==> config.mk <==
export PLATFORM = sky130hd
export DESIGN_NAME = heartbeat_sequence_monitor
export DESIGN_NICKNAME = d
export VERILOG_FILES = /design/src/design/hbm_pkg.sv /design/src/design/hbm_slot_unit.sv /design/src/design/hbm_slot_store.sv /design/src/design/heartbeat_sequence_monitor.sv
export VERILOG_INCLUDE_DIRS = /design/src /design/src/design
export SDC_FILE = /design/constraint.sdc
export NUM_CORES = 2
export LEC_CHECK = 0
export BUFFER_PORTS_ARGS = -buffer_cell sky130_fd_sc_hd__buf_2
export CAP_MARGIN = 5
export CORE_MARGIN = 2
export CORE_UTILIZATION = 40
export CTS_BUF_LIST = sky130_fd_sc_hd__clkbuf_16
export DETAILED_ROUTE_END_ITERATION = 6
export PLACE_DENSITY = 0.58
export SLEW_MARGIN = 20
export SYNTH_ARGS = -nofsm -noshare
export SYNTH_HDL_FRONTEND = slang
export SYNTH_SLANG_ARGS = --single-unit
==> constraint.sdc <==
create_clock -name clk -period 12.5 [get_ports clk]
set_clock_uncertainty 0.05 [all_clocks]
set_input_delay 0.625 -clock clk [delete_from_list [all_inputs] [get_ports clk]]
set_output_delay 0.625 -clock clk [all_outputs]
set_load 0.005 [all_outputs]
==> src/design/heartbeat_sequence_monitor_defines.svh <==
// Assertion macros shared by the heartbeat monitor design files.
// Depends on nothing; the including module must provide clk and rst.
`ifndef HEARTBEAT_SEQUENCE_MONITOR_DEFINES_SVH
`define HEARTBEAT_SEQUENCE_MONITOR_DEFINES_SVH

// Condition implies consequence in the same cycle.
`define HBM_ASSERT_NOW(lbl, ante, cons) \
  lbl: assert property (@(posedge clk) disable iff (rst) (ante) |-> (cons)) \
    else $error("heartbeat monitor: same-cycle check failed");

// Condition implies consequence in the following cycle.
`define HBM_ASSERT_NEXT(lbl, ante, cons) \
  lbl: assert property (@(posedge clk) disable iff (rst) (ante) |=> (cons)) \
    else $error("heartbeat monitor: next-cycle check failed");

`endif

==> src/design/hbm_pkg.sv <==
// Shared constants, codes and beat types for the heartbeat monitor.
// Used by every module of the block; depends on nothing.
`default_nettype none

package hbm_pkg;

  localparam int ID_W        = 22;
  localparam int SEQ_W       = 32;
  localparam int SLOT_W      = 4;
  localparam int KIND_W      = 2;
  localparam int STATUS_W    = 2;
  localparam int ACTIVE_W    = 5;
  localparam int CFG_IDX_W   = 1;
  localparam int CFG_DATA_W  = 32;

  localparam int SLOTS_DEFAULT = 16;
  localparam int USE_LIMIT     = 16;

  localparam logic [SEQ_W-1:0]    TIMEOUT_RESET = 32'd1000;
  localparam logic [ACTIVE_W-1:0] ACTIVE_RESET  = 5'd16;

  localparam logic [KIND_W-1:0] KIND_MSG    = 2'd0;
  localparam logic [KIND_W-1:0] KIND_TICK   = 2'd1;
  localparam logic [KIND_W-1:0] KIND_ASSIGN = 2'd2;

  localparam logic [STATUS_W-1:0] ST_OK      = 2'd0;
  localparam logic [STATUS_W-1:0] ST_GAP     = 2'd1;
  localparam logic [STATUS_W-1:0] ST_UNKNOWN = 2'd2;
  localparam logic [STATUS_W-1:0] ST_TIMEOUT = 2'd3;

  localparam logic [CFG_IDX_W-1:0] REG_TIMEOUT = 1'd0;
  localparam logic [CFG_IDX_W-1:0] REG_ACTIVE  = 1'd1;

  typedef struct packed {
    logic [KIND_W-1:0]        kind;
    logic [ID_W-1:0]          sender_id;
    logic signed [SEQ_W-1:0]  seq_number;
    logic [SLOT_W-1:0]        slot_index;
  } item_t;

  typedef struct packed {
    logic [STATUS_W-1:0]      status;
    logic [SLOT_W-1:0]        slot_out;
    logic [ID_W-1:0]          id_out;
    logic signed [SEQ_W-1:0]  missing_count;
    logic                     last_of_run;
  } result_t;

  typedef struct packed {
    logic             valid;
    logic [ID_W-1:0]  sender;
    logic [SEQ_W-1:0] last_seq;
    logic [SEQ_W-1:0] count;
  } slot_entry_t;

  typedef struct packed {
    logic             en;
    logic             valid;
    logic             sender_en;
    logic [ID_W-1:0]  sender;
    logic             seq_en;
    logic [SEQ_W-1:0] seq;
    logic [SEQ_W-1:0] count;
  } slot_write_t;

  typedef struct packed {
    logic             hit;
    logic             nonzero;
    logic [SEQ_W-1:0] value;
  } unit_result_t;

endpackage

`default_nettype wire

==> src/design/hbm_slot_unit.sv <==
// Shared per-slot arithmetic: one adder serves both kinds.
// Depends on hbm_pkg.
`default_nettype none

module hbm_slot_unit (
  input  wire logic [hbm_pkg::KIND_W-1:0] kind,
  input  wire logic [hbm_pkg::ID_W-1:0]   sender_id,
  input  wire logic [hbm_pkg::SEQ_W-1:0]  seq,
  input  wire logic [hbm_pkg::SEQ_W-1:0]  timeout,
  input  wire hbm_pkg::slot_entry_t       entry,
  output hbm_pkg::unit_result_t           res
);
  import hbm_pkg::*;

  logic             is_msg;
  logic [SEQ_W-1:0] op_a;
  logic [SEQ_W-1:0] op_b;
  logic [SEQ_W-1:0] sum;
  logic             saturated;

  // Messages compute seq + ~last, which is seq - last - 1 modulo 2^32.
  // Ticks compute count + 1.
  assign is_msg    = (kind == KIND_MSG);
  assign op_a      = is_msg ? seq : entry.count;
  assign op_b      = is_msg ? ~entry.last_seq : '0;
  assign sum       = op_a + op_b + {{(SEQ_W-1){1'b0}}, ~is_msg};
  assign saturated = &entry.count;

  always_comb begin
    res.nonzero = (sum != '0);
    if (is_msg) begin
      res.value = sum;
      res.hit   = entry.valid && (entry.sender == sender_id);
    end else begin
      res.value = saturated ? entry.count : sum;
      res.hit   = entry.valid && (res.value > timeout);
    end
  end

endmodule

`default_nettype wire

==> src/design/hbm_slot_store.sv <==
// Per-slot state: valid flags, bound sender ids, sequence numbers and
// silence counters, with one write port and one read port. Depends on hbm_pkg.
`default_nettype none

module hbm_slot_store #(
  parameter int SLOTS = hbm_pkg::SLOTS_DEFAULT,
  parameter int IDX_W = 4
) (
  input  wire logic             clk,
  input  wire logic             rst,
  input  wire logic [IDX_W-1:0] rd_addr,
  output hbm_pkg::slot_entry_t  rd_entry,
  input  wire logic [IDX_W-1:0] wr_addr,
  input  wire hbm_pkg::slot_write_t wr
);
  import hbm_pkg::*;

  logic             valid    [SLOTS];
  logic [ID_W-1:0]  sender   [SLOTS];
  logic [SEQ_W-1:0] last_seq [SLOTS];
  logic [SEQ_W-1:0] count    [SLOTS];

  always_ff @(posedge clk) begin
    if (rst) begin
      for (int i = 0; i < SLOTS; i++) begin
        valid[i] <= 1'b0;
      end
    end else if (wr.en) begin
      valid[wr_addr] <= wr.valid;
    end
  end

  // Sequence numbers and counters are always written on binding, so they
  // need no reset.
  always_ff @(posedge clk) begin
    if (wr.en) begin
      count[wr_addr] <= wr.count;
      if (wr.sender_en) begin
        sender[wr_addr] <= wr.sender;
      end
      if (wr.seq_en) begin
        last_seq[wr_addr] <= wr.seq;
      end
    end
  end

  assign rd_entry.valid    = valid[rd_addr];
  assign rd_entry.sender   = sender[rd_addr];
  assign rd_entry.last_seq = last_seq[rd_addr];
  assign rd_entry.count    = count[rd_addr];

endmodule

`default_nettype wire

==> src/design/heartbeat_sequence_monitor.sv <==
// Top level of the multi-slot heartbeat monitor: sequencer, configuration
// registers, pending and output registers. Depends on hbm_pkg, hbm_slot_unit,
// hbm_slot_store and heartbeat_sequence_monitor_defines.svh.
//
//   Channel   Direction  Handshake                 Beat
//   item      in         item_valid / item_stall   hbm_pkg::item_t
//   result    out        result_valid / result_stall hbm_pkg::result_t
//   cfg       in         cfg_valid / cfg_ready     cfg_index, cfg_data
//
// An assign beat is taken without a scan. A message or tick beat starts a scan that
// visits one slot in use per cycle through the shared slot unit, unless a full,
// stalled result register holds it, and stalls the item channel until the scan ends;
// the slots in use number at most 16. A message stops at its first matching slot.
// The result register lets a new item beat in while a result waits. Synchronous reset
// clears valid flags, sequencer and valid bits and loads the configuration defaults.
`default_nettype none

module heartbeat_sequence_monitor #(
  parameter int SLOTS = hbm_pkg::SLOTS_DEFAULT
) (
  input  wire logic                            clk,
  input  wire logic                            rst,
  input  wire logic                            item_valid,
  output logic                                 item_stall,
  input  wire hbm_pkg::item_t                  item,
  output logic                                 result_valid,
  input  wire logic                            result_stall,
  output hbm_pkg::result_t                     result,
  input  wire logic                            cfg_valid,
  output logic                                 cfg_ready,
  input  wire logic [hbm_pkg::CFG_IDX_W-1:0]   cfg_index,
  input  wire logic [hbm_pkg::CFG_DATA_W-1:0]  cfg_data
);
  import hbm_pkg::*;

`include "heartbeat_sequence_monitor_defines.svh"

  // Only the first sixteen slots can ever be in use or bound, so the store
  // holds no more than that.
  localparam int USE_MAX = (SLOTS < USE_LIMIT) ? SLOTS : USE_LIMIT;
  localparam int IDX_W   = (USE_MAX > 1) ? $clog2(USE_MAX) : 1;
  localparam int CNT_W   = $clog2(USE_MAX + 1);

  localparam logic [0:0] S_IDLE = 1'b0;
  localparam logic [0:0] S_SCAN = 1'b1;

  // Sequencer and item registers.
  logic [0:0]              state;
  logic [0:0]              state_next;
  logic [CNT_W-1:0]        idx;
  logic [CNT_W-1:0]        idx_next;
  logic [KIND_W-1:0]       cur_kind;
  logic [ID_W-1:0]         cur_id;
  logic [SEQ_W-1:0]        cur_seq;

  // A timeout found by the tick scan waits here until the scan knows whether
  // it is the last one, so that last_of_run can be set correctly.
  logic                    pend_valid;
  logic                    pend_valid_next;
  result_t                 pend;
  result_t                 pend_next;

  logic                    result_valid_next;
  result_t                 result_next;

  // Configuration registers.
  logic [SEQ_W-1:0]        timeout_ticks;
  logic [ACTIVE_W-1:0]     active_slots;

  logic [CNT_W-1:0]        use_n;
  logic                    item_accept;
  logic                    out_free;
  logic                    scan_end;

  slot_entry_t             entry;
  unit_result_t            unit_res;
  slot_write_t             wr;
  logic [IDX_W-1:0]        wr_addr;
  result_t                 hit_result;

  assign cfg_ready   = 1'b1;
  assign item_stall  = (state != S_IDLE);
  assign item_accept = item_valid && !item_stall;
  assign out_free    = !result_valid || !result_stall;

  assign use_n    = (32'(active_slots) >= USE_MAX) ? CNT_W'(USE_MAX) : CNT_W'(active_slots);
  assign scan_end = (idx >= use_n);

  always_ff @(posedge clk) begin
    if (rst) begin
      timeout_ticks <= TIMEOUT_RESET;
      active_slots  <= ACTIVE_RESET;
    end else if (cfg_valid && cfg_ready) begin
      case (cfg_index)
        REG_TIMEOUT: timeout_ticks <= cfg_data;
        REG_ACTIVE:  active_slots  <= cfg_data[ACTIVE_W-1:0];
        default: begin
        end
      endcase
    end
  end

  hbm_slot_store #(
    .SLOTS (USE_MAX),
    .IDX_W (IDX_W)
  ) u_store (
    .clk      (clk),
    .rst      (rst),
    .rd_addr  (idx[IDX_W-1:0]),
    .rd_entry (entry),
    .wr_addr  (wr_addr),
    .wr       (wr)
  );

  hbm_slot_unit u_unit (
    .kind      (cur_kind),
    .sender_id (cur_id),
    .seq       (cur_seq),
    .timeout   (timeout_ticks),
    .entry     (entry),
    .res       (unit_res)
  );

  // The result a matching slot gives: a sequence report for a message,
  // a timeout report for a tick.
  always_comb begin
    hit_result.slot_out    = SLOT_W'(idx);
    hit_result.id_out      = entry.sender;
    hit_result.last_of_run = 1'b0;
    if (cur_kind == KIND_MSG) begin
      hit_result.status        = unit_res.nonzero ? ST_GAP : ST_OK;
      hit_result.missing_count = unit_res.value;
      hit_result.last_of_run   = 1'b1;
    end else begin
      hit_result.status        = ST_TIMEOUT;
      hit_result.missing_count = '0;
    end
  end

  always_comb begin
    state_next        = state;
    idx_next          = idx;
    pend_valid_next   = pend_valid;
    pend_next         = pend;
    result_valid_next = result_valid && result_stall;
    result_next       = result;
    wr                = '0;
    wr_addr           = idx[IDX_W-1:0];

    case (state)
      S_IDLE: begin
        if (item_accept) begin
          case (item.kind)
            KIND_MSG, KIND_TICK: begin
              state_next = S_SCAN;
              idx_next   = '0;
            end
            KIND_ASSIGN: begin
              // Binding resets the slot's sequence number and counter.
              wr_addr      = IDX_W'(item.slot_index);
              wr.en        = (32'(item.slot_index) < SLOTS);
              wr.valid     = 1'b1;
              wr.sender_en = 1'b1;
              wr.sender    = item.sender_id;
              wr.seq_en    = 1'b1;
              wr.seq       = '0;
              wr.count     = '0;
            end
            default: begin
            end
          endcase
        end
      end

      S_SCAN: begin
        if (scan_end) begin
          if (cur_kind == KIND_MSG) begin
            // No bound slot matched: the sender is unknown.
            if (out_free) begin
              result_valid_next         = 1'b1;
              result_next.status        = ST_UNKNOWN;
              result_next.slot_out      = '0;
              result_next.id_out        = cur_id;
              result_next.missing_count = '0;
              result_next.last_of_run   = 1'b1;
              state_next                = S_IDLE;
            end
          end else if (pend_valid) begin
            if (out_free) begin
              result_valid_next       = 1'b1;
              result_next             = pend;
              result_next.last_of_run = 1'b1;
              pend_valid_next         = 1'b0;
              state_next              = S_IDLE;
            end
          end else begin
            state_next = S_IDLE;
          end
        end else if (cur_kind == KIND_MSG) begin
          if (!unit_res.hit) begin
            idx_next = idx + 1'b1;
          end else if (out_free) begin
            result_valid_next = 1'b1;
            result_next       = hit_result;
            wr.en             = 1'b1;
            wr.valid          = 1'b1;
            wr.seq_en         = 1'b1;
            wr.seq            = cur_seq;
            wr.count          = '0;
            state_next        = S_IDLE;
          end
        end else if (!(unit_res.hit && pend_valid && !out_free)) begin
          // Tick: advance the counter, or retire the slot on a timeout.
          wr.en     = 1'b1;
          wr.valid  = entry.valid && !unit_res.hit;
          wr.seq_en = unit_res.hit;
          wr.seq    = '0;
          wr.count  = unit_res.hit ? '0 : unit_res.value;
          idx_next  = idx + 1'b1;
          if (unit_res.hit) begin
            if (pend_valid) begin
              result_valid_next = 1'b1;
              result_next       = pend;
            end
            pend_valid_next = 1'b1;
            pend_next       = hit_result;
          end
        end
      end

      default: begin
        state_next = S_IDLE;
      end
    endcase
  end

  always_ff @(posedge clk) begin
    if (rst) begin
      state        <= S_IDLE;
      idx          <= '0;
      pend_valid   <= 1'b0;
      result_valid <= 1'b0;
    end else begin
      state        <= state_next;
      idx          <= idx_next;
      pend_valid   <= pend_valid_next;
      result_valid <= result_valid_next;
    end
  end

  always_ff @(posedge clk) begin
    pend   <= pend_next;
    result <= result_next;
    if (item_accept) begin
      cur_kind <= item.kind;
      cur_id   <= item.sender_id;
      cur_seq  <= item.seq_number;
    end
  end

  // A held timeout only exists during a tick scan.
  `HBM_ASSERT_NOW(a_pend_in_tick, pend_valid, (state == S_SCAN) && (cur_kind == KIND_TICK))
  // Held results are always timeouts.
  `HBM_ASSERT_NOW(a_pend_status, pend_valid, pend.status == ST_TIMEOUT)
  // The scan never runs past the slots in use.
  `HBM_ASSERT_NOW(a_idx_bound, state == S_SCAN, idx <= use_n)
  // A finished message scan always leaves its single result, marked last.
  `HBM_ASSERT_NEXT(a_msg_result,
    (state == S_SCAN) && (state_next == S_IDLE) && (cur_kind == KIND_MSG),
    result_valid && result.last_of_run)

endmodule

`default_nettype wire
==> impl_metrics.yaml <==
synth:
  synth_area_per_cell_um2: 18.3
  synthCells: 3638
  synth.distinct_cells: 75
  synthesis.nets: 3806
  synth_area_leader_cell: "edfxtp_1"
  synth_flop_cell: "edfxtp_1"
  synth_area_mm2: 0.0666
  yosysTopAreaCellShare_pct: 70.8
  synth_edf_count: 1570
  synth-async-reset-ratio_pct: 0
  ys_seq_elements: 1619
  yosysSeqAreaShare_pct: 72.3
  yosys-top-cells-area: "edfxtp_1 (71%), mux4_2 (13%), nand2_1 (1.7%)"
  yosys_warnings: 0
global_route:
  first_global_vias: 35200
  antenna_found_initial: 14
  track_usage_pct: 21.1
  grt_max_degree: 101
  grt_pass1_wl_um: 256000
  grt_overflow_total: 0
route:
  drt-total-wl_um: 180000
  vias_per_cell: 5.65
  remaining_drc_errors: 0
  drtIter0Drc: 3878
  wire_per_inst_um: 28.6
  ant_nets: 0
  vias: 35600
  first_pass_iters: 6
finish:
  drive_gt1_share_pct: 25.0
  final_cell_area_mm2: 0.0767
  fin_nets: 4132
  syn_to_final_growth_pct: 15.2
  fin_cells: 6293
critical_path:
  worstPathArrival_ns: 10.80
  r2r_setup_slack_ns: 2.16
  critPathMaxFanout: 54
  cp-end-kind: "flip-flop"
  worstPathRequired_ns: 12.96
  critPathLaunchType: "flip-flop"
  critPathKind: "flip-flop to flip-flop"
timing:
  worst_pin_slew_ns: 1.17
  rsz0062_at_grt: "false"
  maxSlewHeadroom_pct: 21.1
  finalMaxSlewViolations: 0
  hold_viol: 0
  tns_ns: 0
  setup_viol_count_final: 0
  fin_crit_ns: 10.34
  max_freq_mhz: 96.7
  post-route-period-util_pct: 82.7
floorplan:
  die_h_um: 412
  coreArea_mm2: 0.165
  start_util_pct: 40.3
  io_pins: 162
  dieArea_mm2: 0.170
  rows: 149
  die_w_um: 412
pwr:
  ir_worst_vdd_mv: 0.145
  cellLeakagePower_nw: 25.2
  powerDensity_mw_per_mm2: 150
clock_tree:
  cts_max_level: 4
  tritoncts: "built"
  cts-resized-gates: 0
  path_clk_slew_ns: 0.06
  root_buffer: "clkbuf_16"
  clock-sinks: 1619
  cts_buffers: 168
  clock_path_buffers: 3
  clk_latency_ns: 0.81
placed_design:
  gp_congestion: 0.880
  dpl.cell_count: 5910
  dpl_cell_area_mm2: 0.0707
  io_buffers: 160
  dpl.hpwl_um: 113000
worst_hold_path:
  hp-class: "input port to flip-flop"
flow_run:
  maxCapViolations: 0
outcome:
  outcome: "finished clean"
-- where the power goes --
| group | switching [mW] | internal, mW |
|---|---|---|
| Clock | 2.12 | 2.63 |
| Combinational | 0.484 | 0.263 |
| Sequential | 0.0386 | 5.96 |
-- synth_stat cells (5+ instances only) --
master,count
edfxtp_1,1570
mux4_2,387
nand2_1,303
nor2_1,133
a21oi_1,126
mux2i_1,108
clkbuf_1,106
o21ai_0,73
ha_1,68
buf_2,65
nor3_1,64
and2_1,61
inv_1,60
xnor2_1,51
dfxtp_1,49
nand3_1,29
nand4_1,28
o31ai_1,28
a31oi_1,25
xor2_1,25
a21o_1,19
nor2b_1,18
buf_1,17
a211oi_1,16
a22oi_1,15
o211ai_1,15
a22o_1,12
mux2_2,12
buf_4,11
a21boi_0,8
and3_1,8
nand2b_1,8
nor4b_1,7
or3_1,7
a2111oi_0,6
a41oi_1,6
nor4_1,6
o21a_1,6
a41o_1,5
and4_1,5
nand3b_1,5
-- registers in the layout (all words and copies together) (netlist names), named ones only --
signal	cells
result_valid	1
pend	61
cur_id	22
u_store.valid	16
u_store.count	512
result	61
timeout_ticks	32
cur_kind	2
idx	5
cur_seq	32
active_slots	5
u_store.sender	352
item_stall	1
u_store.last_seq	512
pend_valid	1
-- cells in the final DEF (no fill, tap or decap), types with 32 or more instances in the layout --
cell type / Yosys / layout
xnor2_1: 51 / 51
inv_1: 60 / 107
buf_4: 11 / 118
o21ai_0: 73 / 71
buf_2: 65 / 160
mux4_2: 387 / 387
nor3_2: 0 / 32
dfxtp_1: 49 / 45
nor2_1: 133 / 117
dlygate4sd3_1: 0 / 73
and2_1: 61 / 61
ha_1: 68 / 68
nand2_1: 303 / 303
clkbuf_16: 0 / 168
a21oi_1: 126 / 100
mux2i_1: 108 / 108
edfxtp_1: 1570 / 1570
nor3_1: 64 / 32
-- layer usage --
layer | part of all wire (%) | global-route usage, %
met5 | 0.016 | 0
met4 | 2.7 | 6.08
met3 | 8.4 | 5.23
met2 | 46 | 32.6
met1 | 42 | 29.9
-- timing repair --
item	4_1_cts	5_1_grt
buffers inserted	0	0
endpoints found under the hold margin	73	0
hold buffers	73	0
-- cells by family (layout without fill, tap and decap cells) --
kind of cell               Yosys count  in the layout  share of synthesized area (%)
and+or+nand+nor                    704            704                           4.92
AOI/OAI and AO/OA                  398            398                           3.85
other                                1              7                        0.00563
adders and majority gates           70             70                           1.34
DFF                               1619           1619                           72.3
muxes                              507            507                           14.9
buffers and inverters              263            723                           1.69
xor gates and xnor gates            76             76                           1.00
-- stage by stage --
stage	worst slack, ns	hold WS (ns)	total power, mW	utilization (%)
detailed placement	2.23	0.400	6.84	42.8
CTS	2.19	0.00270	11.6	46.4
floorplan	1.98	0.382	6.51	-
global placement	2.35	0.396	6.83	42.8
global route	1.32	0.0271	11.9	46.4
finish	2.16	0.0629	11.5	46.4
-- worst paths after layout --
| path | start | to | cells past startpoint |
|---|---|---|---|
| max | flip-flop | result[51] | 23 |
| min | cfg_data[26] | timeout_ticks[26] | 3 |
| max reg2reg | flip-flop | result[51] | 23 |
| min reg2reg | timeout_ticks[12] | timeout_ticks[12] | 2 |
-- final cells by class --
type | instances | area (um^2)
antenna | 6 | 15.0
clock buffer | 168 | 4200
clock inverter | 136 | 1010
fill | 14000 | 88500
inverter | 60 | 226
multi-input combinational | 1756 | 17800
sequential | 1619 | 48100
tap | 2189 | 2740
timing repair buffer | 359 | 2570
-- critical path, cell delays in order (launching register included) --
cell and delay [ns]:
dfxtp_4 1.03, buf_4 0.62, mux4_2 0.58, mux4_2 0.55
nand2_1 0.11, nand2_1 0.11, ha_1 0.30, nor2b_1 0.15
o2111ai_1 0.32, a2111oi_0 0.21, nor3_1 0.56, a21oi_1 0.22
a41oi_1 0.30, xor2_1 0.54, nand2_1 0.12, ha_1 0.32
nand4_1 0.13, nor4b_1 0.60, nand3_1 0.50, o21ai_0 0.78
nor2_1 0.34, o311ai_0 0.36, and3_4 0.87, buf_4 0.31
Power figures use the tool's default switching activity.
